File: src/hw/rtl/emr_pkg.sv
// Shared types, widths and microcode encoding for the midpoint ellipse rasterizer.
// Used by the ROM, sequencer, datapath, top level and checker; depends on nothing.
package emr_pkg;

  // Field and datapath widths.
  localparam int AXIS_W     = 5;               // semi-axis port width
  localparam int AXIS_BITS  = 5;               // semi-axis bits used
  localparam int CTR_W      = 10;              // center port width
  localparam int COORD_BITS = 11;              // output coordinate width
  localparam int OFS_W      = AXIS_BITS + 1;   // x, y offsets and point count
  localparam int SQ_W       = 2 * AXIS_BITS;   // a*a, b*b
  localparam int MUL_W      = 16;              // multiplier operand width
  localparam int D_W        = 2 * MUL_W;       // products and decision value
  localparam int CALC_W     = 17;              // coordinate adder width
  localparam int MAX_POINTS = 2 * (1 << AXIS_BITS) - 1;
  localparam int UPC_W      = 5;

  typedef logic [UPC_W-1:0] upc_t;

  // Microprogram addresses.
  localparam upc_t UA_S0  = 5'd0;
  localparam upc_t UA_S1  = 5'd1;
  localparam upc_t UA_S2  = 5'd2;
  localparam upc_t UA_L0  = 5'd3;
  localparam upc_t UA_L1  = 5'd4;
  localparam upc_t UA_L2  = 5'd5;
  localparam upc_t UA_I0  = 5'd6;
  localparam upc_t UA_I1  = 5'd7;
  localparam upc_t UA_W0  = 5'd8;
  localparam upc_t UA_W1  = 5'd9;
  localparam upc_t UA_W2  = 5'd10;
  localparam upc_t UA_W3  = 5'd11;
  localparam upc_t UA_W4  = 5'd12;
  localparam upc_t UA_W5  = 5'd13;
  localparam upc_t UA_U1A = 5'd14;
  localparam upc_t UA_U1B = 5'd15;
  localparam upc_t UA_U1C = 5'd16;
  localparam upc_t UA_U2A = 5'd17;
  localparam upc_t UA_U2B = 5'd18;
  localparam upc_t UA_U2C = 5'd19;

  // Multiplier left operand.
  typedef enum logic [2:0] {
    MA_A, MA_B, MA_AA, MA_BB, MA_P, MA_X21, MA_YM1
  } ma_sel_t;

  // Multiplier right operand: X21 = 2x+1, X22 = 2x+2, X23 = 2x+3, YM1 = y-1,
  // Y21 = 2y-1, B14 = 1-4b, Y22 = 2-2y, Y32 = 3-2y.
  typedef enum logic [3:0] {
    MB_A, MB_B, MB_AA, MB_BB, MB_X21, MB_X22, MB_X23, MB_YM1,
    MB_Y21, MB_B14, MB_Y22, MB_Y32
  } mb_sel_t;

  typedef enum logic [2:0] {
    ACC_HOLD, ACC_LOAD, ACC_INIT, ACC_ADD4, ACC_SUB4
  } acc_op_t;

  typedef enum logic [2:0] {
    SEQ_NEXT, SEQ_GOTO, SEQ_IF_S, SEQ_IF_NS, SEQ_EMIT, SEQ_ROUTE, SEQ_HALT
  } seq_op_t;

  typedef struct packed {
    logic    mul_en;
    ma_sel_t mul_a;
    mb_sel_t mul_b;
    acc_op_t acc;
    logic    ld_aa;
    logic    ld_bb;
    logic    ld_t;
    logic    ld_s;
    logic    inc_x;
    logic    dec_y;
    logic    set_r2;
    seq_op_t seq;
    upc_t    target;
  } uword_t;

  // Sequencer to datapath.
  typedef struct packed {
    uword_t uw;
    logic   step_en;
    logic   start;
    logic   emit_fire;
  } ctl_t;

  // Datapath to sequencer.
  typedef struct packed {
    logic cmp;
    logic more;
    logic s;
    logic c;
    logic r2;
    logic first;
    logic out_free;
  } stat_t;

endpackage

File: src/hw/rtl/emr_ucode_rom.sv
// Microprogram ROM of the ellipse rasterizer: one control word per step.
// Depends on emr_pkg for the control word layout and addresses.
module emr_ucode_rom (
  input  emr_pkg::upc_t   upc,
  output emr_pkg::uword_t uw
);

  always_comb begin
    uw = '0;
    unique case (upc)
      // Setup: square both semi-axes.
      emr_pkg::UA_S0: begin
        uw.mul_en = 1'b1; uw.mul_a = emr_pkg::MA_A; uw.mul_b = emr_pkg::MB_A;
      end
      emr_pkg::UA_S1: begin
        uw.ld_aa = 1'b1;
        uw.mul_en = 1'b1; uw.mul_a = emr_pkg::MA_B; uw.mul_b = emr_pkg::MB_B;
      end
      emr_pkg::UA_S2: begin
        uw.ld_bb = 1'b1;
      end
      // Per point: region test terms, then emit.
      emr_pkg::UA_L0: begin
        uw.mul_en = 1'b1; uw.mul_a = emr_pkg::MA_AA; uw.mul_b = emr_pkg::MB_Y21;
      end
      emr_pkg::UA_L1: begin
        uw.ld_t = 1'b1;
        uw.mul_en = 1'b1; uw.mul_a = emr_pkg::MA_BB; uw.mul_b = emr_pkg::MB_X22;
      end
      emr_pkg::UA_L2: begin
        uw.seq = emr_pkg::SEQ_EMIT;
      end
      // Initial region one decision value.
      emr_pkg::UA_I0: begin
        uw.mul_en = 1'b1; uw.mul_a = emr_pkg::MA_AA; uw.mul_b = emr_pkg::MB_B14;
      end
      emr_pkg::UA_I1: begin
        uw.acc = emr_pkg::ACC_INIT; uw.seq = emr_pkg::SEQ_ROUTE;
      end
      // Region two entry: bb(2x+1)^2 + 4aa(y-1)^2 - 4aa*bb.
      emr_pkg::UA_W0: begin
        uw.mul_en = 1'b1; uw.mul_a = emr_pkg::MA_X21; uw.mul_b = emr_pkg::MB_X21;
      end
      emr_pkg::UA_W1: begin
        uw.mul_en = 1'b1; uw.mul_a = emr_pkg::MA_P; uw.mul_b = emr_pkg::MB_BB;
      end
      emr_pkg::UA_W2: begin
        uw.acc = emr_pkg::ACC_LOAD;
        uw.mul_en = 1'b1; uw.mul_a = emr_pkg::MA_YM1; uw.mul_b = emr_pkg::MB_YM1;
      end
      emr_pkg::UA_W3: begin
        uw.mul_en = 1'b1; uw.mul_a = emr_pkg::MA_P; uw.mul_b = emr_pkg::MB_AA;
      end
      emr_pkg::UA_W4: begin
        uw.acc = emr_pkg::ACC_ADD4;
        uw.mul_en = 1'b1; uw.mul_a = emr_pkg::MA_AA; uw.mul_b = emr_pkg::MB_BB;
      end
      emr_pkg::UA_W5: begin
        uw.acc = emr_pkg::ACC_SUB4; uw.set_r2 = 1'b1;
        uw.seq = emr_pkg::SEQ_GOTO; uw.target = emr_pkg::UA_U2A;
      end
      // Region one step: east on a negative decision, else southeast.
      emr_pkg::UA_U1A: begin
        uw.ld_s = 1'b1;
        uw.mul_en = 1'b1; uw.mul_a = emr_pkg::MA_BB; uw.mul_b = emr_pkg::MB_X23;
      end
      emr_pkg::UA_U1B: begin
        uw.acc = emr_pkg::ACC_ADD4; uw.inc_x = 1'b1;
        uw.mul_en = 1'b1; uw.mul_a = emr_pkg::MA_AA; uw.mul_b = emr_pkg::MB_Y22;
        uw.seq = emr_pkg::SEQ_IF_S; uw.target = emr_pkg::UA_L0;
      end
      emr_pkg::UA_U1C: begin
        uw.acc = emr_pkg::ACC_ADD4; uw.dec_y = 1'b1;
        uw.seq = emr_pkg::SEQ_GOTO; uw.target = emr_pkg::UA_L0;
      end
      // Region two step: southeast on a negative decision, else south.
      emr_pkg::UA_U2A: begin
        uw.ld_s = 1'b1;
        uw.mul_en = 1'b1; uw.mul_a = emr_pkg::MA_AA; uw.mul_b = emr_pkg::MB_Y32;
      end
      emr_pkg::UA_U2B: begin
        uw.acc = emr_pkg::ACC_ADD4; uw.dec_y = 1'b1;
        uw.mul_en = 1'b1; uw.mul_a = emr_pkg::MA_BB; uw.mul_b = emr_pkg::MB_X22;
        uw.seq = emr_pkg::SEQ_IF_NS; uw.target = emr_pkg::UA_L0;
      end
      emr_pkg::UA_U2C: begin
        uw.acc = emr_pkg::ACC_ADD4; uw.inc_x = 1'b1;
        uw.seq = emr_pkg::SEQ_GOTO; uw.target = emr_pkg::UA_L0;
      end
      default: begin
        uw.seq = emr_pkg::SEQ_HALT;
      end
    endcase
  end

endmodule

File: src/hw/rtl/emr_sequencer.sv
// Step counter and branch logic of the ellipse rasterizer microsequencer.
// Depends on emr_pkg and emr_ucode_rom.
module emr_sequencer (
  input  logic           clk,
  input  logic           rst_n,
  input  logic           in_valid,
  output logic           in_stall,
  input  emr_pkg::stat_t st,
  output emr_pkg::ctl_t  ctl
);

  emr_pkg::upc_t   upc_r, upc_nxt;
  logic            busy_r, busy_nxt;
  emr_pkg::uword_t uw;
  emr_pkg::upc_t   route_emit, route_later;
  logic            is_emit;

  emr_ucode_rom u_rom (
    .upc (upc_r),
    .uw  (uw)
  );

  // Picks the step routine for the next point from the region flags.
  function automatic emr_pkg::upc_t route(input logic r2, input logic c);
    emr_pkg::upc_t dst;
    if (r2) begin
      dst = emr_pkg::UA_U2A;
    end else if (!c) begin
      dst = emr_pkg::UA_W0;
    end else begin
      dst = emr_pkg::UA_U1A;
    end
    return dst;
  endfunction

  assign is_emit     = (uw.seq == emr_pkg::SEQ_EMIT);
  assign route_emit  = route(st.r2, st.cmp);
  assign route_later = route(st.r2, st.c);

  assign in_stall      = busy_r;
  assign ctl.uw        = uw;
  assign ctl.start     = in_valid && !busy_r;
  assign ctl.step_en   = busy_r && (!is_emit || st.out_free);
  assign ctl.emit_fire = busy_r && is_emit && st.out_free;

  always_comb begin
    upc_nxt  = upc_r;
    busy_nxt = busy_r;
    if (ctl.start) begin
      upc_nxt  = emr_pkg::UA_S0;
      busy_nxt = 1'b1;
    end else if (ctl.step_en) begin
      unique case (uw.seq)
        emr_pkg::SEQ_NEXT:  upc_nxt = emr_pkg::upc_t'(upc_r + 1'b1);
        emr_pkg::SEQ_GOTO:  upc_nxt = uw.target;
        emr_pkg::SEQ_IF_S:
          upc_nxt = st.s ? uw.target : emr_pkg::upc_t'(upc_r + 1'b1);
        emr_pkg::SEQ_IF_NS:
          upc_nxt = st.s ? emr_pkg::upc_t'(upc_r + 1'b1) : uw.target;
        emr_pkg::SEQ_EMIT: begin
          if (!st.more) begin
            busy_nxt = 1'b0;
          end else if (st.first) begin
            upc_nxt = emr_pkg::UA_I0;
          end else begin
            upc_nxt = route_emit;
          end
        end
        emr_pkg::SEQ_ROUTE: upc_nxt = route_later;
        default:            busy_nxt = 1'b0;
      endcase
    end
  end

  always_ff @(posedge clk) begin
    if (!rst_n) begin
      upc_r  <= emr_pkg::UA_S0;
      busy_r <= 1'b0;
    end else begin
      upc_r  <= upc_nxt;
      busy_r <= busy_nxt;
    end
  end

endmodule

File: src/hw/rtl/emr_datapath.sv
// Datapath of the ellipse rasterizer: operand muxes, one shared multiplier,
// decision accumulator, offsets and the output register. Depends on emr_pkg.
module emr_datapath (
  input  logic                                   clk,
  input  logic                                   rst_n,
  input  emr_pkg::ctl_t                          ctl,
  output emr_pkg::stat_t                         st,
  input  logic [emr_pkg::AXIS_W-1:0]             in_semi_axis_x,
  input  logic [emr_pkg::AXIS_W-1:0]             in_semi_axis_y,
  input  logic signed [emr_pkg::CTR_W-1:0]       in_origin_x,
  input  logic signed [emr_pkg::CTR_W-1:0]       in_origin_y,
  input  logic                                   out_stall,
  output logic                                   out_valid,
  output logic signed [emr_pkg::COORD_BITS-1:0]  out_right_x,
  output logic signed [emr_pkg::COORD_BITS-1:0]  out_left_x,
  output logic signed [emr_pkg::COORD_BITS-1:0]  out_upper_y,
  output logic signed [emr_pkg::COORD_BITS-1:0]  out_lower_y,
  output logic                                   out_last_point
);

  logic [emr_pkg::AXIS_BITS-1:0]        a_r, b_r;
  logic signed [emr_pkg::CTR_W-1:0]     cx_r, cy_r;
  logic [emr_pkg::SQ_W-1:0]             aa_r, bb_r;
  logic [emr_pkg::OFS_W-1:0]            x_r, y_r, n_r;
  logic signed [emr_pkg::D_W-1:0]       p_r, t_r, d_r;
  logic                                 s_r, c_r, r2_r, first_r, out_valid_r;

  logic signed [emr_pkg::MUL_W-1:0]     a16, b16, aa16, bb16, x16, y16, p16;
  logic signed [emr_pkg::MUL_W-1:0]     ma_v, mb_v;
  logic signed [emr_pkg::D_W-1:0]       prod, bb4, p4;
  logic signed [emr_pkg::CALC_W-1:0]    cx_w, cy_w, x_w, y_w;
  logic signed [emr_pkg::CALC_W-1:0]    rx_w, lx_w, uy_w, ly_w;
  logic                                 cmp, more;

  assign a16  = emr_pkg::MUL_W'(a_r);
  assign b16  = emr_pkg::MUL_W'(b_r);
  assign aa16 = emr_pkg::MUL_W'(aa_r);
  assign bb16 = emr_pkg::MUL_W'(bb_r);
  assign x16  = emr_pkg::MUL_W'(x_r);
  assign y16  = emr_pkg::MUL_W'(y_r);
  assign p16  = p_r[emr_pkg::MUL_W-1:0];

  always_comb begin
    unique case (ctl.uw.mul_a)
      emr_pkg::MA_A:   ma_v = a16;
      emr_pkg::MA_B:   ma_v = b16;
      emr_pkg::MA_AA:  ma_v = aa16;
      emr_pkg::MA_BB:  ma_v = bb16;
      emr_pkg::MA_P:   ma_v = p16;
      emr_pkg::MA_X21: ma_v = (x16 <<< 1) + 16'sd1;
      emr_pkg::MA_YM1: ma_v = y16 - 16'sd1;
      default:         ma_v = '0;
    endcase
  end

  always_comb begin
    unique case (ctl.uw.mul_b)
      emr_pkg::MB_A:   mb_v = a16;
      emr_pkg::MB_B:   mb_v = b16;
      emr_pkg::MB_AA:  mb_v = aa16;
      emr_pkg::MB_BB:  mb_v = bb16;
      emr_pkg::MB_X21: mb_v = (x16 <<< 1) + 16'sd1;
      emr_pkg::MB_X22: mb_v = (x16 <<< 1) + 16'sd2;
      emr_pkg::MB_X23: mb_v = (x16 <<< 1) + 16'sd3;
      emr_pkg::MB_YM1: mb_v = y16 - 16'sd1;
      emr_pkg::MB_Y21: mb_v = (y16 <<< 1) - 16'sd1;
      emr_pkg::MB_B14: mb_v = 16'sd1 - (b16 <<< 2);
      emr_pkg::MB_Y22: mb_v = 16'sd2 - (y16 <<< 1);
      emr_pkg::MB_Y32: mb_v = 16'sd3 - (y16 <<< 1);
      default:         mb_v = '0;
    endcase
  end

  assign prod = ma_v * mb_v;
  assign bb4  = emr_pkg::D_W'(bb_r) <<< 2;
  assign p4   = p_r <<< 2;

  // Region one goes on while aa(2y-1) > bb(2x+2); the run ends at y = 0 or
  // at the point count cap.
  assign cmp  = (t_r > p_r);
  assign more = ((!r2_r && cmp) || (y_r != '0)) &&
                (n_r != emr_pkg::OFS_W'(emr_pkg::MAX_POINTS - 1));

  assign st.cmp      = cmp;
  assign st.more     = more;
  assign st.s        = s_r;
  assign st.c        = c_r;
  assign st.r2       = r2_r;
  assign st.first    = first_r;
  assign st.out_free = !out_valid_r || !out_stall;

  assign cx_w = emr_pkg::CALC_W'(cx_r);
  assign cy_w = emr_pkg::CALC_W'(cy_r);
  assign x_w  = emr_pkg::CALC_W'(x_r);
  assign y_w  = emr_pkg::CALC_W'(y_r);
  assign rx_w = cx_w + x_w;
  assign lx_w = cx_w - x_w;
  assign uy_w = cy_w + y_w;
  assign ly_w = cy_w - y_w;

  always_ff @(posedge clk) begin
    if (!rst_n) begin
      n_r         <= '0;
      r2_r        <= 1'b0;
      first_r     <= 1'b0;
      out_valid_r <= 1'b0;
    end else begin
      if (ctl.start) begin
        n_r     <= '0;
        r2_r    <= 1'b0;
        first_r <= 1'b1;
      end else begin
        if (ctl.step_en && ctl.uw.set_r2) begin
          r2_r <= 1'b1;
        end
        if (ctl.emit_fire) begin
          n_r     <= emr_pkg::OFS_W'(n_r + 1'b1);
          first_r <= 1'b0;
        end
      end
      if (ctl.emit_fire) begin
        out_valid_r <= 1'b1;
      end else if (!out_stall) begin
        out_valid_r <= 1'b0;
      end
    end
  end

  always_ff @(posedge clk) begin
    if (ctl.start) begin
      a_r  <= in_semi_axis_x[emr_pkg::AXIS_BITS-1:0];
      b_r  <= in_semi_axis_y[emr_pkg::AXIS_BITS-1:0];
      cx_r <= in_origin_x;
      cy_r <= in_origin_y;
      x_r  <= '0;
      y_r  <= emr_pkg::OFS_W'(in_semi_axis_y[emr_pkg::AXIS_BITS-1:0]);
    end else if (ctl.step_en) begin
      if (ctl.uw.mul_en) p_r  <= prod;
      if (ctl.uw.ld_aa)  aa_r <= p_r[emr_pkg::SQ_W-1:0];
      if (ctl.uw.ld_bb)  bb_r <= p_r[emr_pkg::SQ_W-1:0];
      if (ctl.uw.ld_t)   t_r  <= p_r;
      if (ctl.uw.ld_s)   s_r  <= d_r[emr_pkg::D_W-1];
      if (ctl.uw.inc_x)  x_r  <= emr_pkg::OFS_W'(x_r + 1'b1);
      if (ctl.uw.dec_y)  y_r  <= emr_pkg::OFS_W'(y_r - 1'b1);
      case (ctl.uw.acc)
        emr_pkg::ACC_LOAD: d_r <= p_r;
        emr_pkg::ACC_INIT: d_r <= p_r + bb4;
        emr_pkg::ACC_ADD4: d_r <= d_r + p4;
        emr_pkg::ACC_SUB4: d_r <= d_r - p4;
        default:           d_r <= d_r;
      endcase
    end
    if (ctl.emit_fire) begin
      c_r            <= cmp;
      out_right_x    <= rx_w[emr_pkg::COORD_BITS-1:0];
      out_left_x     <= lx_w[emr_pkg::COORD_BITS-1:0];
      out_upper_y    <= uy_w[emr_pkg::COORD_BITS-1:0];
      out_lower_y    <= ly_w[emr_pkg::COORD_BITS-1:0];
      out_last_point <= !more;
    end
  end

  assign out_valid = out_valid_r;

endmodule

File: src/hw/rtl/midpoint_ellipse_rasterizer_core.sv
// Top level of the midpoint ellipse rasterizer: microsequencer plus datapath.
// Depends on emr_pkg, emr_sequencer and emr_datapath.
//
//   channel  direction  handshake            payload
//   in       input      in_valid/in_stall    semi_axis_x, semi_axis_y, origin_x, origin_y
//   out      output     out_valid/out_stall  right_x, left_x, upper_y, lower_y, last_point
//
// One ellipse request gives up to 63 points. Setup squares both semi-axes; each point
// then runs the region test and emit steps and a step routine, plus the initial decision
// value after the first point and the entry routine on entry to region two, since one
// shared multiplier serves a single microcode step per cycle while the output is free.
// Reset is synchronous and leaves the block idle.
// A stalled output holds the microprogram at its emit step.
module midpoint_ellipse_rasterizer_core (
  input  logic                                   clk,
  input  logic                                   rst_n,
  input  logic                                   in_valid,
  output logic                                   in_stall,
  input  logic [emr_pkg::AXIS_W-1:0]             in_semi_axis_x,
  input  logic [emr_pkg::AXIS_W-1:0]             in_semi_axis_y,
  input  logic signed [emr_pkg::CTR_W-1:0]       in_origin_x,
  input  logic signed [emr_pkg::CTR_W-1:0]       in_origin_y,
  output logic                                   out_valid,
  input  logic                                   out_stall,
  output logic signed [emr_pkg::COORD_BITS-1:0]  out_right_x,
  output logic signed [emr_pkg::COORD_BITS-1:0]  out_left_x,
  output logic signed [emr_pkg::COORD_BITS-1:0]  out_upper_y,
  output logic signed [emr_pkg::COORD_BITS-1:0]  out_lower_y,
  output logic                                   out_last_point
);

  emr_pkg::ctl_t  ctl;
  emr_pkg::stat_t st;

  emr_sequencer u_seq (
    .clk      (clk),
    .rst_n    (rst_n),
    .in_valid (in_valid),
    .in_stall (in_stall),
    .st       (st),
    .ctl      (ctl)
  );

  emr_datapath u_dp (
    .clk            (clk),
    .rst_n          (rst_n),
    .ctl            (ctl),
    .st             (st),
    .in_semi_axis_x (in_semi_axis_x),
    .in_semi_axis_y (in_semi_axis_y),
    .in_origin_x    (in_origin_x),
    .in_origin_y    (in_origin_y),
    .out_stall      (out_stall),
    .out_valid      (out_valid),
    .out_right_x    (out_right_x),
    .out_left_x     (out_left_x),
    .out_upper_y    (out_upper_y),
    .out_lower_y    (out_lower_y),
    .out_last_point (out_last_point)
  );

endmodule

File: config.mk
export PLATFORM = sky130hd
export DESIGN_NAME = midpoint_ellipse_rasterizer_core
export DESIGN_NICKNAME = d
export VERILOG_FILES = /design/src/hw/rtl/emr_pkg.sv /design/src/hw/rtl/emr_ucode_rom.sv /design/src/hw/rtl/emr_sequencer.sv /design/src/hw/rtl/emr_datapath.sv /design/src/hw/rtl/midpoint_ellipse_rasterizer_core.sv
export SDC_FILE = /design/constraint.sdc
export NUM_CORES = 1
export LEC_CHECK = 0
export BUFFER_PORTS_ARGS = -buffer_cell sky130_fd_sc_hd__buf_2
export CAP_MARGIN = 10
export CELL_PAD_IN_SITES_DETAIL_PLACEMENT = 0
export CELL_PAD_IN_SITES_GLOBAL_PLACEMENT = 1
export CORE_ASPECT_RATIO = 0.75
export CORE_MARGIN = 8
export CORE_UTILIZATION = 55
export DETAILED_ROUTE_END_ITERATION = 6
export PLACE_DENSITY_LB_ADDON = 0.1
export SLEW_MARGIN = 20
export SYNTH_ARGS = -nofsm -noshare
export SYNTH_HDL_FRONTEND = slang
export SYNTH_SLANG_ARGS = --single-unit
File: constraint.sdc
create_clock -name clk -period 13.9 [get_ports clk]
set_clock_uncertainty 0.1 [all_clocks]
set_input_delay 0.695 -clock clk [delete_from_list [all_inputs] [get_ports clk]]
set_output_delay 0.695 -clock clk [all_outputs]
set_load 0.03 [all_outputs]
==> results.json, run 1 <==
{
  "timing.slew.headroom_pct": 26.1,
  "postCtsResizedCells": 0,
  "final-hold-violation-count": 0,
  "finalWirelength_mm": 62.8,
  "drc": 0,
  "htreeDepth": 1,
  "status": "finished clean",
  "tritoncts": "yes",
  "grt_setup_unrepaired": "no",
  "syn_inst": 2492,
  "post_synth_instance_area_um2": 23700,
  "synthArstFlopShare_pct": 0,
  "ir_worst_vdd_mv": 0.0839,
  "worst_ep_arrival_time_ns": 10.39,
  "slowest_delay_ns": 0.87,
  "vias": 17900,
  "core-area_um2": 42300,
  "die_area_um2": 50000,
  "ys_top_cells_by_count": "439 x inv_1, 262 x fa_1, 261 x nor2_1",
  "area_growth_pct": 7.43,
  "firstDrtPassIters": 7,
  "syn_area_per_cell_um2": 9.50,
  "grt_pass1_wl_mm": 99.4,
  "cp-start-kind": "flop",
  "synth_nets": 2976,
  "path_common_cell": "fa_1",
  "n_antenna_cell": 0,
  "synth_area_leaders": "edfxtp_1 25%, fa_1 22%, ha_1 9.9%",
  "synthDistinctLibCells": 85,
  "crit_slowest_cell": "dfxtp_1",
  "clock-root-buffer": "clkbuf_16",
  "cp-end-kind": "flop",
  "antenna_found_initial": 1,
  "criticalPathCategory": "flop to flop",
  "leakagePower_nw": 11.4,
  "seq_area_frac_synth_pct": 26.5,
  "fillCellCount": 3682,
  "min_path_type": "input port to flop",
  "wl_per_cell_um": 20.0,
  "cp.required_ns": 14.07,
  "via_per_inst": 5.70,
  "start_util_pct": 56.0,
  "setup-tns-final_ns": 0,
  "numCtsBuffers": 24,
  "synth-warning-count": 0,
  "fin_nets": 3031,
  "yosysTopAreaCell": "edfxtp_1",
  "crit_fanout": 24,
  "min_period_ns": 10.22,
  "ant_nets": 0,
  "clkSlewWorstSetupHoldPaths_ns": 0.06,
  "cts_hold_buf": 0,
  "design_area_um2": 25400,
  "drive_gt1_share_pct": 7.64,
  "grt_remaining_overflow": 0,
  "max_freq_ghz": 0.0979,
  "clockBufferDepth": 3,
  "port-buffer-count": 80,
  "yosysMostFrequentCell": "inv_1",
  "pin_count": 81,
  "final_max_slew_viol_count": 0,
  "yosysTopAreaCellShare_pct": 24.6,
  "period_share_pct": 73.5,
  "ys_seq_elements": 216,
  "hold-worst-slack_ns": 0.228,
  "drv_cap": 0,
  "gp_congestion": 0.935,
  "first_global_vias": 17500,
  "grt_usage_pct": 24.8,
  "die_w_um": 256,
  "synthFlopType": "edfxtp_1",
  "drt-initial-drc-count": 1628,
  "setup_viol": 0,
  "cts_sinks": 216,
  "die_h_um": 196,
  "rows": 65,
  "place_area_um2": 24600,
  "worst_pin_slew_ns": 1.10,
  "synth_edf_count": 194,
  "clkLatencyLatePin_ns": 0.54,
  "grt_max_degree": 43,
  "power_density_nw_per_um2": 77.7,
  "hpwlAfterDp_mm": 51.2,
  "cts_setup_buffers": 0
}
-- path summary, 6_finish.rpt --
check / slack [ns] / depth (start not counted) / to / start
hold / removal: 0.23 / 1 / u_dp.cx_r[5] / in_origin_x[5]
setup / recovery: 3.68 / 30 / u_dp.p_r[31] / u_seq.upc_r[2]
hold reg to reg: 0.41 / 2 / u_dp.first_r / u_dp.first_r
setup reg to reg: 3.68 / 30 / u_dp.p_r[31] / u_seq.upc_r[2]
-- through the flow --
step | utilization [%] | setup slack [ns] | power, mW | cells
after floorplan | - | 4.93 | 1.19 | 2492
after global placement | 58.3 | 3.96 | 1.34 | 3089
after detailed placement | 58.3 | 3.74 | 1.35 | 3089
after CTS | 60.1 | 3.73 | 1.98 | 3133
after global routing | 60.1 | 3.04 | 2.08 | 3134
final | 60.1 | 3.68 | 1.98 | 3134
-- layout make-up --
type / instances / area (um2) / area share [%]
timing repair buffer: 105 / 608 / 2.39
multi-input combinational: 1756 / 15400 / 60.6
clock buffer: 28 / 616 / 2.42
tap: 569 / 712 / 2.80
inverter: 444 / 1670 / 6.55
sequential: 216 / 6270 / 24.6
clock inverter: 16 / 140 / 0.551
-- cell usage in the layout, fill, tap and decap left out, types with 11 or more instances in the layout --
cell type	count
xor2_1	37
clkbuf_16	24
inv_1	439
a211oi_1	18
o221ai_1	11
nand2_1	169
edfxtp_1	194
a21o_1	40
and2_1	13
ha_1	188
and3_1	14
nand3_1	37
o21bai_1	22
a21oi_1	111
xnor2_1	111
o21a_1	14
o31ai_1	11
nor2b_1	11
or3_1	13
nor2_1	261
mux2i_1	24
buf_2	80
buf_4	24
nor3_1	37
o22ai_1	19
a22oi_1	13
dfxtp_1	22
fa_1	262
o21ai_0	81
nand4_1	30
nand2b_1	32
-- power by group --
part	switching, mW	internal [mW]	total (mW)
Combinational	0.333	0.219	0.552
Clock	0.281	0.341	0.622
Sequential	0.0489	0.755	0.804
Total	0.662	1.31	1.98
-- routing by layer --
metal  track usage (%)  vias to the layer above  routed length (um)
met2              34.8                      622               25500
met1              39.2                     8763               31000
li1                  -                     8421                   -
met5                 0                        -                  13
met3              5.64                       62                5530
met4              3.28                        2                 732
-- critical path, delay by kind of cell, from the launching register on --
family / cells / cell delay (ns)
AOI/OAI and AO/OA: 6 / 1.55
and+or+nand+nor: 10 / 2.47
buffers and inverters: 5 / 0.64
DFF: 1 / 0.87
adders and majority gates: 8 / 4.20
xor gates and xnor gates: 1 / 0.10
-- cells by family (layout without fill, tap and decap cells) --
logic type	count (synthesis)	after routing	share of synthesized area, %
AO/OA/AOI/OAI	447	447	12.5
XOR/XNOR	148	148	5.48
AND/OR/NAND/NOR	684	684	13.7
buffers and inverters	520	593	8.63
flip-flops	216	216	26.5
multiplexers	27	27	1.16
adder cells (fa/ha/maj)	450	450	32.1
-- state kept, by name, summed over array words and instances, names as in the netlist, 5 cells and up --
signal            cells
u_dp.a_r              5
u_dp.aa_r            10
u_dp.b_r              5
u_dp.bb_r            10
u_dp.cx_r            10
u_dp.cy_r            10
u_dp.d_r             30
u_dp.n_r              6
u_dp.out_left_x      11
u_dp.out_lower_y     11
u_dp.out_right_x     10
u_dp.out_upper_y     10
u_dp.p_r             32
u_dp.t_r             32
u_dp.x_r              6
u_dp.y_r              6
u_seq.upc_r           5
No activity file was read; power rests on OpenSTA's default activity.
==> run 2, diff against run 1 <==
--- a/config.mk
+++ b/config.mk
@@ -5,13 +5,14 @@
 export SDC_FILE = /design/constraint.sdc
 export NUM_CORES = 1
 export LEC_CHECK = 0
+export ABC_AREA = 1
 export BUFFER_PORTS_ARGS = -buffer_cell sky130_fd_sc_hd__buf_2
 export CAP_MARGIN = 10
 export CELL_PAD_IN_SITES_DETAIL_PLACEMENT = 0
 export CELL_PAD_IN_SITES_GLOBAL_PLACEMENT = 1
 export CORE_ASPECT_RATIO = 0.75
 export CORE_MARGIN = 8
-export CORE_UTILIZATION = 55
+export CORE_UTILIZATION = 45
 export DETAILED_ROUTE_END_ITERATION = 6
 export PLACE_DENSITY_LB_ADDON = 0.1
 export SLEW_MARGIN = 20
==> constraint.sdc (replaced) <==
create_clock -name clk -period 9.1 [get_ports clk]
set_clock_uncertainty 0.1 [all_clocks]
set_input_delay 0.455 -clock clk [delete_from_list [all_inputs] [get_ports clk]]
set_output_delay 0.455 -clock clk [all_outputs]
set_load 0.03 [all_outputs]
==> run 2 against run 1 <==
  * First-iteration DRC count fell by 17%
  * Count of clock-buffer cells in the layout fell by 1
  * Sequential power increased by 83%
  * Non-clock buffer count up 46
  * Register-to-register slack worse by 3.2 ns
  * Power grew to 2.9 times the previous value
  * Hold slack lost 0.15 ns
  * Cell count up 17%
  * Combinational power increased to 5.7 times the previous value
  * Largest cell class unchanged
==> results.json, run 2 <==
{
  "synth_mux_area_share_pct": 0,
  "grt_pass1_wl_mm": 106,
  "numCtsBuffers": 25,
  "post_synth_instance_area_um2": 24000,
  "swShare_pct": 46.4,
  "rows": 73,
  "crit_fanout": 14,
  "antenna_found_initial": 1,
  "min_period_ns": 8.59,
  "largestRegisters": "u_dp.p_r (32), u_dp.t_r (32), u_dp.d_r (30)",
  "setup_viol": 0,
  "criticalPathCategory": "flop to flop",
  "area_growth_pct": 11.0,
  "period_share_pct": 94.4,
  "grt_usage_pct": 21.9,
  "drc": 0,
  "first_global_vias": 19300,
  "drv_cap": 0,
  "cts_sinks": 216,
  "preCtsSetupSlack_ns": 0.292,
  "vias": 18900,
  "n_antenna_cell": 0,
  "grt_max_degree": 49,
  "die_w_um": 283,
  "cp.required_ns": 9.28,
  "power_density_nw_per_um2": 212,
  "final-hold-violation-count": 0,
  "via_per_inst": 5.16,
  "clkSlewWorstSetupHoldPaths_ns": 0.06,
  "synth_area_leaders": "edfxtp_1 24%, fa_1 22%, ha_1 9.8%",
  "synth_top_family_by_area": "adder cells",
  "fin_nets": 3414,
  "pin_count": 81,
  "setup-tns-final_ns": 0,
  "die_h_um": 216,
  "ys_seq_elements": 216,
  "fillCellCount": 5088,
  "synthAdderAreaFrac_pct": 31.6,
  "leakagePower_nw": 12.8,
  "final_max_slew_viol_count": 0,
  "synth_simple_gate_area_share_pct": 16.5,
  "place_inst": 3577,
  "yosysMostFrequentCell": "inv_1",
  "synthDistinctLibCells": 69,
  "pwr-share-seq_pct": 26.0,
  "worst_pin_slew_ns": 1.03,
  "seq_area_frac_synth_pct": 26.1,
  "core-area_um2": 52900,
  "min_path_type": "input port to flop",
  "port-buffer-count": 80,
  "clock-root-buffer": "clkbuf_16",
  "fin_cells": 3660,
  "synthArstFlopShare_pct": 0,
  "layout_setup_ws_ns": 0.510,
  "synth_nets": 3275,
  "synthXorXnorAreaFrac_pct": 4.56,
  "status": "finished clean",
  "synthFlopType": "edfxtp_1",
  "worst_ep_arrival_time_ns": 8.77,
  "grt_setup_unrepaired": "no",
  "ant_nets": 0,
  "clkPwrFrac_pct": 18.6,
  "grt_remaining_overflow": 0,
  "firstDrtPassIters": 6,
  "ir_worst_vdd_mv": 0.145,
  "yosysTopAreaCell": "edfxtp_1",
  "wl_per_cell_um": 18.2,
  "intPower_mw": 3.04,
  "clockBufferDepth": 3,
  "crit_slowest_cell": "fa_1",
  "synth-warning-count": 0,
  "syn_inst": 2791,
  "max_freq_ghz": 0.116,
  "start_util_pct": 45.4,
  "yosysTopAreaCellShare_pct": 24.3,
  "power.switching_mw": 2.62,
  "slowest_delay_ns": 0.55,
  "cp-start-kind": "flop",
  "drt-initial-drc-count": 1346,
  "die_area_um2": 61100,
  "synth_compound_area_share_pct": 10.2,
  "critical_path_buf_inv_count": 10,
  "syn_area_per_cell_um2": 8.60,
  "final_common_cell": "inv_1",
  "gp_congestion": 0.921,
  "cp-end-kind": "flop",
  "tritoncts": "yes",
  "ys_top_cells_by_count": "600 x inv_1, 420 x nand2_1, 262 x fa_1",
  "p_comb_share_pct": 55.3,
  "drive_gt1_share_pct": 10.3,
  "htreeDepth": 1,
  "crit_family": "adder cells",
  "synth_edf_count": 194,
  "clkLatencyLatePin_ns": 0.57,
  "hpwlAfterDp_mm": 55.4,
  "final_core_util_pct": 50.4,
  "finalWirelength_mm": 66.6,
  "timing.slew.headroom_pct": 31.4,
  "layout_common_cells": "599 x inv_1, 420 x nand2_1, 261 x fa_1"
}
-- run 2: per-stage QoR --
stage	power [mW]	hold WS [ns]	instance area, um2
global route	6.16	0.0679	26700
finish	5.66	0.0801	26700
CTS	5.68	0.0556	26500
global placement	4.56	0.350	25400
detailed placement	4.58	0.353	25400
floorplan	3.62	0.324	24000
-- run 2: repair_timing --
action | CTS | global route
endpoints found under the hold margin | 30 | 0
resized for setup | 0 | 8
hold buffers | 30 | 0
setup endpoints to repair | 0 | 7
setup buffers | 0 | 7
-- run 2: path summary, 6_finish.rpt --
kind	start	endpoint	slack [ns]	cells past startpoint
worst max-delay path	u_seq.upc_r[0]	u_dp.p_r[28]	0.51	36
worst min-delay path	rst_n	u_seq.in_stall	0.08	3
worst max register to register	u_seq.upc_r[0]	u_dp.p_r[28]	0.51	36
worst min register to register	u_dp.p_r[31]	u_dp.t_r[31]	0.36	0
-- run 2: power by group through the flow --
stage / sequential, mW / clock [mW] / combinational [mW]
finish: 1.47 / 1.06 / 3.13
global route: 1.49 / 1.11 / 3.56
CTS: 1.47 / 1.08 / 3.12
detailed placement: 1.49 / 0 / 3.09
global placement: 1.49 / 0 / 3.07
floorplan: 1.42 / 0 / 2.21
-- run 2: kinds of logic (layout without fill, tap and decap cells) --
kind of cell | Yosys count | in the layout
simple gates | 892 | 892
flops | 216 | 216
compound gates | 417 | 417
xor+xnor | 125 | 125
fa+ha+maj | 450 | 450
buf+inv | 691 | 848
-- run 2: worst reg2reg max path, delay by kind of cell, from the launching register on --
kind            cells  cell delay [ns]
compound gates      5             0.88
xor+xnor            1             0.14
fa+ha+maj           8             3.83
buf+inv            10             1.05
flops               1             0.37
simple gates       12             1.94
-- run 2: layer usage --
layer | vias up | track usage (%) | share of wire, %
li1 | 9163 | - | -
met2 | 504 | 34.4 | 45
met4 | 2 | 4.40 | 2.0
met5 | - | 0 | 0.020
met3 | 80 | 3.30 | 6.1
met1 | 9153 | 31.9 | 47
-- run 2: final cells by class --
type	instances	area (um2)	area share, %
repair buffers	151	1030	3.86
multi-input cells	1884	15200	56.9
clock inverters	18	218	0.817
clock buffers	27	633	2.37
flip-flops and latches	216	6270	23.5
inverters	652	2450	9.19
well taps	712	891	3.34
==> run 3, diff against run 2 <==
--- a/config.mk
+++ b/config.mk
@@ -5,14 +5,13 @@
 export SDC_FILE = /design/constraint.sdc
 export NUM_CORES = 1
 export LEC_CHECK = 0
-export ABC_AREA = 1
 export BUFFER_PORTS_ARGS = -buffer_cell sky130_fd_sc_hd__buf_2
 export CAP_MARGIN = 10
 export CELL_PAD_IN_SITES_DETAIL_PLACEMENT = 0
 export CELL_PAD_IN_SITES_GLOBAL_PLACEMENT = 1
 export CORE_ASPECT_RATIO = 0.75
 export CORE_MARGIN = 8
-export CORE_UTILIZATION = 45
+export CORE_UTILIZATION = 46
 export DETAILED_ROUTE_END_ITERATION = 6
 export PLACE_DENSITY_LB_ADDON = 0.1
 export SLEW_MARGIN = 20
==> run 3 against run 2 <==
  * Critical path depth shrank 2
  * Setup slack lost 0.17 ns
  * Fmax shrank 2.0%
  * Wire length shrank 0.18%
  * Cell count shrank 9.1%
  * Critical path type unchanged
  * Largest power group is now registers
==> results.json, run 3 (synthesized netlist as in run 1, its figures left out) <==
{
  "rows": 72,
  "die_w_um": 278,
  "reg2reg_setup_slack_ns": 0.34,
  "clkPwrFrac_pct": 32.5,
  "n_antenna_cell": 0,
  "via_per_inst": 5.46,
  "pin_count": 81,
  "clkSlewWorstSetupHoldPaths_ns": 0.06,
  "period_share_pct": 96.3,
  "start_util_pct": 46.3,
  "crit_end": "u_dp.p_r[31]",
  "firstDrtPassIters": 5,
  "drive_gt1_share_pct": 10.4,
  "crit_fanout": 15,
  "worstSetupPathDepth": 34,
  "die_area_um2": 59100,
  "core-area_um2": 51200,
  "use_met1_pct": 35.2,
  "worst_ep_arrival_time_ns": 8.96,
  "criticalPathCategory": "flop to flop",
  "pwr-share-seq_pct": 39.2,
  "seqCellArea_um2": 6270,
  "antenna_found_initial": 0,
  "r2r_end": "u_dp.p_r[31]",
  "vias": 18200,
  "grt_remaining_overflow": 0,
  "setup.worst_path.start": "u_seq.upc_r[1]",
  "design_area_um2": 26500,
  "intPower_mw": 2.10,
  "max_freq_ghz": 0.114,
  "final-hold-violation-count": 0,
  "timing.slew.headroom_pct": 25.6,
  "p_comb_share_pct": 28.2,
  "power.switching_mw": 1.03,
  "slowest_delay_ns": 0.55,
  "grt_usage_pct": 22.1,
  "grt_pass1_wl_mm": 104,
  "finalWirelength_mm": 66.5,
  "crit_family": "adder cells",
  "r2r-start": "u_seq.upc_r[1]",
  "critical_path_buf_inv_count": 7,
  "p_total_mw": 3.14,
  "min_path_type": "input port to flop",
  "clockBufferDepth": 3,
  "setup_viol": 0,
  "layout_common_cells": "439 x inv_1, 261 x fa_1, 256 x nor2_1",
  "crit_slowest_cell": "fa_1",
  "leakagePower_nw": 11.9,
  "area_growth_pct": 11.8,
  "swShare_pct": 33.0,
  "ir_worst_vdd_mv": 0.121,
  "drt-initial-drc-count": 1340,
  "wl_per_cell_um": 20.0,
  "die_h_um": 212,
  "cts_sinks": 216,
  "top_usage_layer": "met1",
  "clock-root-buffer": "clkbuf_16",
  "path_common_cell": "fa_1",
  "fin_nets": 3126,
  "ant_nets": 0,
  "cp-end-kind": "flop",
  "power_density_nw_per_um2": 118,
  "grtUsageMet2_pct": 31.4,
  "grt_use_met3_pct": 3.95,
  "worst_pin_slew_ns": 1.11,
  "worstRegToRegCells": 34,
  "drc": 0,
  "place_area_um2": 25200,
  "final_common_cell": "inv_1",
  "fillCellCount": 4778,
  "multi_input_area_um2": 15500,
  "htreeDepth": 1,
  "hpwlAfterDp_mm": 54.9,
  "first_global_vias": 17900,
  "final_max_slew_viol_count": 0,
  "drv_cap": 0,
  "tritoncts": "yes",
  "gp_congestion": 0.973,
  "clkLatencyLatePin_ns": 0.56,
  "cp-start-kind": "flop",
  "cp.required_ns": 9.30,
  "largestRegisters": "u_dp.p_r (32), u_dp.t_r (32), u_dp.d_r (30)",
  "min_period_ns": 8.76,
  "port-buffer-count": 80,
  "status": "finished clean",
  "grt_max_degree": 52,
  "numCtsBuffers": 25
}
run 3: changes by cell type in the layout (fill, tap and decap cells not counted), sizes merged, moves of 52 or more:
cell | before | now
a21oi | 171 | 119
inv | 654 | 445
nand2 | 446 | 173
nand3 | 95 | 37
xnor2 | 26 | 111
xor2 | 99 | 37
run 3: worst register-to-register path: cells and delay by family (launching register included):
| kind | cells | cell delay [ns] |
|---|---|---|
| buffers and inverters | 7 | 0.79 |
| adder cells (fa/ha/maj) | 9 | 3.71 |
| AO/OA/AOI/OAI | 7 | 1.60 |
| AND/OR/NAND/NOR | 10 | 1.87 |
| flip-flops | 1 | 0.36 |
| XOR/XNOR | 1 | 0.08 |
run 3: stage by stage:
step	util (%)	setup TNS [ns]	setup WS, ns	hold WS [ns]	std cells
after detailed placement	49.3	0	0.0935	0.394	3246
after global placement	49.3	0	0.178	0.374	3246
after global routing	51.7	-0.0181	-0.0181	0.0633	3327
final	51.7	0	0.338	0.0856	3327
after floorplan	-	0	0.125	0.324	2492
after CTS	51.5	0	0.0788	0.0434	3322
run 3: metal layers:
metal | up-vias | wire length [um]
met3 | 56 | 4750
li1 | 8619 | -
met5 | - | 0
met2 | 547 | 26800
met4 | 0 | 697
met1 | 8928 | 34200
run 3: cell type report:
cell class	instances	area share, %
flip-flops and latches	216	23.7
repair buffers	199	5.35
clock buffers	29	2.42
clock inverters	17	0.666
inverters	444	6.29
multi-input cells	1756	58.4
well taps	666	3.15
run 3: worst min path at each step:
stage	start	endpoint	slack, ns	cells past startpoint
3_3_place_gp	u_dp.n_r[5]	u_dp.n_r[5]	0.37	2
6_report	rst_n	u_dp.out_valid	0.09	2
5_1_grt	rst_n	u_dp.first_r	0.06	2
3_5_place_dp	u_dp.n_r[5]	u_dp.n_r[5]	0.39	2
2_1_floorplan	u_dp.p_r[13]	u_dp.t_r[13]	0.32	0
4_1_cts	rst_n	u_dp.first_r	0.04	2
run 3: timing repair:
action / 4_1_cts / 5_1_grt
endpoints found under the setup margin: 0 / 13
setup buffers: 0 / 4
hold endpoints to repair: 30 / 0
gates resized for setup: 0 / 25
hold buffers: 30 / 0
run 3: power groups by stage:
stage | Clock (mW) | Sequential, mW | Combinational [mW]
floorplan | 0 | 1.21 | 0.612
global placement | 0 | 1.25 | 0.843
detailed placement | 0 | 1.25 | 0.853
CTS | 1.05 | 1.23 | 0.873
global route | 1.08 | 1.24 | 0.980
finish | 1.02 | 1.23 | 0.886
